### src/rtl/fsps_pkg.sv
// ----------------------------------------------------------------------------
// fsps_pkg
// Shared constants, codes and types of the frame store pixel sampler.
// ----------------------------------------------------------------------------
package fsps_pkg;

  localparam int MAX_WIDTH  = 256;
  localparam int MAX_HEIGHT = 256;
  localparam int FRAC_BITS  = 8;

  localparam int COORD_W = 18;
  localparam int INT_W   = COORD_W - FRAC_BITS;
  localparam int DIVD_W  = INT_W - 1;
  localparam int DIM_W   = 9;
  localparam int CH_W    = 8;
  localparam int PIX_W   = 3 * CH_W;
  localparam int X_W     = $clog2(MAX_WIDTH);
  localparam int Y_W     = $clog2(MAX_HEIGHT);
  localparam int ADDR_W  = X_W + Y_W;
  localparam int DEPTH   = MAX_WIDTH * MAX_HEIGHT;
  localparam int WT_W    = FRAC_BITS + 1;
  localparam int W2_W    = 2 * FRAC_BITS + 1;
  localparam int ACC_W   = CH_W + 2 * FRAC_BITS;
  localparam int STEP_W  = $clog2(DIVD_W);
  localparam int CFG_IDX_W = 2;

  localparam logic [CFG_IDX_W-1:0] CFG_IMAGE_WIDTH  = 2'd0;
  localparam logic [CFG_IDX_W-1:0] CFG_IMAGE_HEIGHT = 2'd1;
  localparam logic [CFG_IDX_W-1:0] CFG_INTERP_MODE  = 2'd2;

  localparam logic REQ_WRITE  = 1'b0;
  localparam logic REQ_SAMPLE = 1'b1;

  localparam logic MODE_NEAREST  = 1'b0;
  localparam logic MODE_BILINEAR = 1'b1;

  localparam logic [WT_W-1:0] FRAC_ONE = WT_W'(1) << FRAC_BITS;

  typedef enum logic [3:0] {
    ST_IDLE,
    ST_WRITE,
    ST_REM_U,
    ST_WAIT_U,
    ST_REM_V,
    ST_WAIT_V,
    ST_FETCH,
    ST_DRAIN,
    ST_DONE
  } state_t;

  typedef struct packed {
    logic              start;
    logic [DIVD_W-1:0] dividend;
    logic [DIM_W-1:0]  divisor;
  } rem_req_t;

  typedef struct packed {
    logic             done;
    logic [DIM_W-1:0] rem;
  } rem_rsp_t;

endpackage

### src/rtl/fsps_rem_unit.sv
// ----------------------------------------------------------------------------
// fsps_rem_unit
// Restoring remainder unit, one quotient bit per cycle.
// ----------------------------------------------------------------------------
module fsps_rem_unit (
  input  logic               clk,
  input  logic               rst,
  input  fsps_pkg::rem_req_t req,
  output fsps_pkg::rem_rsp_t rsp
);

  logic                               busy;
  logic                               done;
  logic [fsps_pkg::STEP_W-1:0]        step;
  logic [fsps_pkg::DIVD_W-1:0]        quo;
  logic [fsps_pkg::DIM_W-1:0]         rem;
  logic [fsps_pkg::DIM_W-1:0]         divisor;
  logic [fsps_pkg::DIM_W-1:0]         trial;

  assign trial = {rem[fsps_pkg::DIM_W-2:0], quo[fsps_pkg::DIVD_W-1]};

  always_ff @(posedge clk) begin
    if (rst) begin
      busy <= 1'b0;
      done <= 1'b0;
      step <= '0;
    end else begin
      done <= busy && (step == '0);
      if (req.start) begin
        busy <= 1'b1;
        step <= fsps_pkg::STEP_W'(fsps_pkg::DIVD_W - 1);
      end else if (busy) begin
        if (step == '0) begin
          busy <= 1'b0;
        end else begin
          step <= step - 1'b1;
        end
      end
    end
  end

  always_ff @(posedge clk) begin
    if (req.start) begin
      quo     <= req.dividend;
      divisor <= req.divisor;
      rem     <= '0;
    end else if (busy) begin
      quo <= quo << 1;
      if (trial >= divisor) begin
        rem <= trial - divisor;
      end else begin
        rem <= trial;
      end
    end
  end

  assign rsp.done = done;
  assign rsp.rem  = rem;

endmodule

### config.mk
export PLATFORM = sky130hd
export DESIGN_NAME = fsps_rem_unit
export DESIGN_NICKNAME = d
export VERILOG_FILES = /design/src/rtl/fsps_pkg.sv /design/src/rtl/fsps_rem_unit.sv
export SDC_FILE = /design/constraint.sdc
export NUM_CORES = 1
export LEC_CHECK = 0
export ABC_AREA = 1
export BUFFER_PORTS_ARGS = -buffer_cell sky130_fd_sc_hd__buf_2
export CAP_MARGIN = 20
export CORE_AREA = 2 2 69 71
export DETAILED_ROUTE_END_ITERATION = 16
export DIE_AREA = 0 0 71 73
export GPL_TIMING_DRIVEN = 0
export PLACE_DENSITY = 0.77
export SLEW_MARGIN = 5
export SYNTH_ARGS = -nofsm -noshare
export SYNTH_HDL_FRONTEND = slang
export SYNTH_SLANG_ARGS = --single-unit
### constraint.sdc
create_clock -name clk -period 1.65 [get_ports clk]
set_clock_uncertainty 0.2 [all_clocks]
set_input_delay 0.0825 -clock clk [delete_from_list [all_inputs] [get_ports clk]]
set_output_delay 0.0825 -clock clk [all_outputs]
set_load 0.02 [all_outputs]
-- Word level (Yosys, flattened, before mapping)
Index checks and enable logic that the tools add are counted.
- $add $sub $neg: 2
- multipliers: 0
- divide/modulo/power cells: 0
- magnitude comparators: 1
- equal/unequal tests: 1
- shift-type cells: 0
- multiplexer cells: 9
- bitwise logic cells: 1
- reductions and logical operators: 6
- operators by type and width (kind ; count):
    $mux W9 ; 3
    $mux W4 ; 3
    $ge A9 B9 Y1 ; 1
    $sub A9 B9 Y9 ; 1
    $logic_not A4 Y1 ; 1
    $reduce_and A2 Y1 ; 2
    $sub A4 B1 Y4 const B ; 1
    $mux W1 ; 3
    $ne A2 B2 Y1 const B ; 1
    $reduce_bool A2 Y1 ; 1
    $reduce_or A2 Y1 ; 1
    $logic_and A1 B1 Y1 ; 1
    $not A1 Y1 ; 1
- flip-flop bits (word level): 33
- latch bits: 0
- bits in writable memories: 0
- bits in read-only memories: 0
- input port bits: 21
- word-level logic and storage cells: 27
- memories kept: 0

-- Logic depth before layout (Yosys ltp)
- word-level depth: 4
- depth in mapped cells: 13

-- Worst setup path after synthesis
No wires, ideal clock.
- kind: flip-flop to flip-flop
- from: register rem[0] (netlist name)
- to: register rem[8] (netlist name)
- setup time: 0.113 ns
- arrival time: 1.561 ns
- required time: 1.337 ns
- setup slack: -0.224 ns
- cell stages (with the launch flop): 13
- path buffers: 0
- period minus slack after synthesis: 1.874 ns
- cell sequence: dfxtp_1 -> inv_1 -> fa_1 -> inv_1 -> nand2_1 -> nand2_1 -> nand2_1 -> nand2_1 -> nand2_1 -> nand2_1 -> nand2_1 -> nand3_1 -> nand2_1
- cells in the longest elaborated chain, start to end: 2
- elaborated cells on any way between the ends: 3
- RTL lines (item ; RTL line ; text):
    start: declaration ; fsps_rem_unit.sv:16 ; logic [fsps_pkg::DIM_W-1:0] rem;
    start signal: assignment ; fsps_rem_unit.sv:50 ; rem <= trial - divisor;
    start signal: assignment ; fsps_rem_unit.sv:52 ; rem <= trial;
    $sub A9 B9 Y9 or $ge A9 B9 Y1 (tied branches) ; fsps_rem_unit.sv:50, fsps_rem_unit.sv:49 ;
    $mux W9 (*) ; fsps_rem_unit.sv:49 ; if (trial >= divisor) begin
Every way passes the cells marked *; elsewhere a longest branch is shown, timed or not.
A chain may end at the register's enable or synchronous reset.

-- Worst setup path after layout
- from: register divisor[0] (netlist name)
- to: register rem[6] (netlist name)
- cells in the longest elaborated chain, start to end: 2
- elaborated cells on any way between the ends: 3
- RTL lines (item ; RTL line ; text):
    start: declaration ; fsps_rem_unit.sv:17 ; logic [fsps_pkg::DIM_W-1:0] divisor;
    start signal: assignment ; fsps_rem_unit.sv:45 ; divisor <= req.divisor;
    $sub A9 B9 Y9 or $ge A9 B9 Y1 (tied branches) ; fsps_rem_unit.sv:50, fsps_rem_unit.sv:49 ;
    $mux W9 (*) ; fsps_rem_unit.sv:49 ;
Marked as above.

==> results.md <==
- Status: finished with violations
- Failing checks: hold timing, setup timing
- Clock buffer depth: 2
- TritonCTS clock tree: built
- LEAKAGE: between 1 and 1.5 nW
- Hold Crit Class: in2reg
- Synthesis-stage register bit count: 33
- # diodes: 0
- Reg-to-Reg End: rem[6]
- Sink Count: 33
- Die Wd: 71 µm
- Drt pass-1 iters: 4
- Starting density of the core: 42.5%
- Unrepaired setup endpoints after global routing: true
- Synth unique cells: 26
- Fraction of layout cells with a size suffix above 1: 42.0%
- Syn_area_per_cell: 7.48 µm²
- Crit path largest cell delay: 0.37 ns
- Starting DRT DRC Count: 167
- Routed WL: roughly 5600 µm
- Post-synth EDFFs: 18
- Syn Inst Count: 258
- Vias per cell: 5.22
- Worst-Margin Slew: 0.509 ns
- Max Clk Rate: slightly above 500 MHz
- Final Hold Viols: 9
- Seq/Total Area, Yosys: 43.6%
- Worst-Skew Late Latency: 0.28 ns
- CP endpoint kind: flop
- Filler cells: 324
- Worst path required time: 1.61 ns
- Post-Layout Cell Count: 385
- Core area: 0.00454 mm²
- Largest net degree at the start of global routing: 11
- H-tree depth: 2
- Async set-reset flop share out of synthesis: 0%
- Placed Cells: 342
- CTS Root Cell: clkbuf_8
- Setup violators final: 9
- Slew Viols, Final: 0
- Die Y: between 70 and 80 µm
- Most common cell after layout, fill and taps aside: nand2_1
- Tot Pwr: 2.19 mW
- Crit-path slowest cell: edfxtp_1
- Synthesis warning total: 0
- Final worst setup slack: -0.284 ns
- # rows: 25
- Vias in the first global route: roughly 1900
- Detailed Place HPWL: between 2000 and 3000 µm
- Max_cap viols: 0
- Post-route minimum period: 1.93 ns
- Relative slew slack: about 66%
- Antenna violations before repair: 0
- Clock transition at path regs: 0.07 ns
- Final antenna-violating net count: 0
- Io pins: 31
- Worst path cell trace: ha_2 > fa_2 > inv_2 > buf_4 > nand3_2 > nand3_2 > nand2_1 > nand2_1 > nand2_1 > nand3_1 > nand2_1
- Crit Reg-Reg Startpoint: divisor[0]
- Final period util: 117%
- Hold WS: -0.0161 ns
- Synthesized area: just under 0.002 mm²
- Fin util: 65.2%
- Beginning of the critical path: divisor[0]
- Layout area overhead: 53.4%
- GRT Overall Usage: 20.9%
- Ranking of synthesized cells by area: edfxtp_1 28%, nand2_1 19%, dfxtp_1 16%
- Pwr dens: 741 mW/mm²
- Reg2Reg Depth: 11
- Total gr overflow: 0
- Crit path to: rem[6]
- # nets final: 362
- Cell taking the most area after synthesis: edfxtp_1
- WL per Instance: 14.4 µm
- Most used cell, CP: nand2_1
- Port buffer count: 30
- First-pass GRT wire length: 8380 µm
- CP Launch Type: flop
- Share of the synthesized area in the top cell type: between 20% and 30%
- Peak VDD IR: just under 0.0007 V
- Net count after synthesis: 290
- Flop-to-flop setup slack: -0.28 ns
- Via count: 2010
- DRC: 0
- Setup CP Type: reg2reg
- Die area: around 0.0052 mm²
- Final RePlAce weighted congestion: between 0.8 and 0.9
- Most frequent cells in the layout: 75 x nand2_1, 31 x inv_1, 30 x buf_2
- Hold_buf cts: 19
- CTS Buf Count: 5
- Top FF cell, synth: edfxtp_1
- Critical-path maximum fanout: 2
- Data arrival time of the worst path: around 1.9 ns
registers in the layout, indices dropped and copies added (netlist names):
name	cells
quo	9
rem	9
divisor	9
step	4
busy	1
done	1
per-stage QoR:
stage | hold slack [ns] | setup TNS, ns | setup WS (ns) | area, µm²
3_3_place_gp | 0.0589 | -4.42 | -0.333 | 2250
3_5_place_dp | 0.0606 | -4.88 | -0.379 | 2250
5_1_grt | -0.0142 | -2.17 | -0.343 | 2960
2_1_floorplan | -0.0484 | -0.0568 | -0.0532 | 2040
6_report | -0.0161 | -1.18 | -0.284 | 2960
4_1_cts | -0.0161 | -0.762 | -0.137 | 2840
logic make-up (layout without fill, tap and decap cells):
family,after synthesis,after routing,synth area share (%)
compound gates,14,14,4.15
flops,33,33,43.6
fa+ha+maj,11,11,7.52
buf+inv,49,119,9.73
simple gates,148,151,33.7
xor+xnor,3,3,1.36
area by class of cell:
class | instances | area [µm²] | area share [%]
clock buffer | 7 | 86.3 | 2.92
multi-input combinational | 179 | 1280 | 43.2
tap | 54 | 67.6 | 2.28
clock inverter | 1 | 30.0 | 1.01
sequential | 33 | 852 | 28.8
buffer | 3 | 15.0 | 0.507
inverter | 46 | 175 | 5.92
timing repair buffer | 62 | 454 | 15.3
power by group:
group,internal [mW],leakage (nW),switching (mW)
sequential,0.925,0.307,0.0244
combinational,0.200,1.08,0.252
clock,0.492,0.0585,0.299
cells in the mapped netlist, types with 2 or more instances:
cell and instances:
a21oi_1 8, a21oi_2 2, clkbuf_1 2, dfxtp_1 15, edfxtp_1 18, ha_1 10
inv_1 45, nand2_1 100, nand2_2 4, nand3_1 14, nand3b_1 2, nand4_1 11
nor2_1 10, nor2_2 2, o21ai_0 3, xor2_1 2
layer usage:
layer,up-vias,share of wire [%],wire [µm],GRT usage (%)
li1,968,-,-,-
met1,922,40,2220,22.9
met2,95,51,2820,36.9
met3,25,5.5,306,4.56
met4,0,3.7,208,13.0
met5,-,0,0,0
worst min path at each step:
stage / startpoint / to / slack, ns / cells past startpoint
floorplan: rst / busy / -0.05 / 1
global placement: req[8] / divisor[8] / 0.06 / 1
detailed placement: req[6] / divisor[6] / 0.06 / 1
CTS: req[18] / divisor[8] / -0.02 / 1
global route: req[18] / divisor[8] / -0.01 / 1
finish: req[18] / divisor[8] / -0.02 / 1
what timing repair did:
action,4_1_cts,5_1_grt
cloned,3,0
gates resized for setup,46,32
hold endpoints to repair,33,9
pin swaps,24,21
buffers inserted,10,3
setup endpoints to repair,19,20
critical path: cells and delay by family, from the launching register on:
| family | cells | cell delay, ns |
|---|---|---|
| adders and majority gates | 2 | 0.54 |
| and+or+nand+nor | 7 | 0.53 |
| DFF | 1 | 0.37 |
| buffers and inverters | 2 | 0.18 |
No activity file was read; power rests on OpenSTA's default activity.
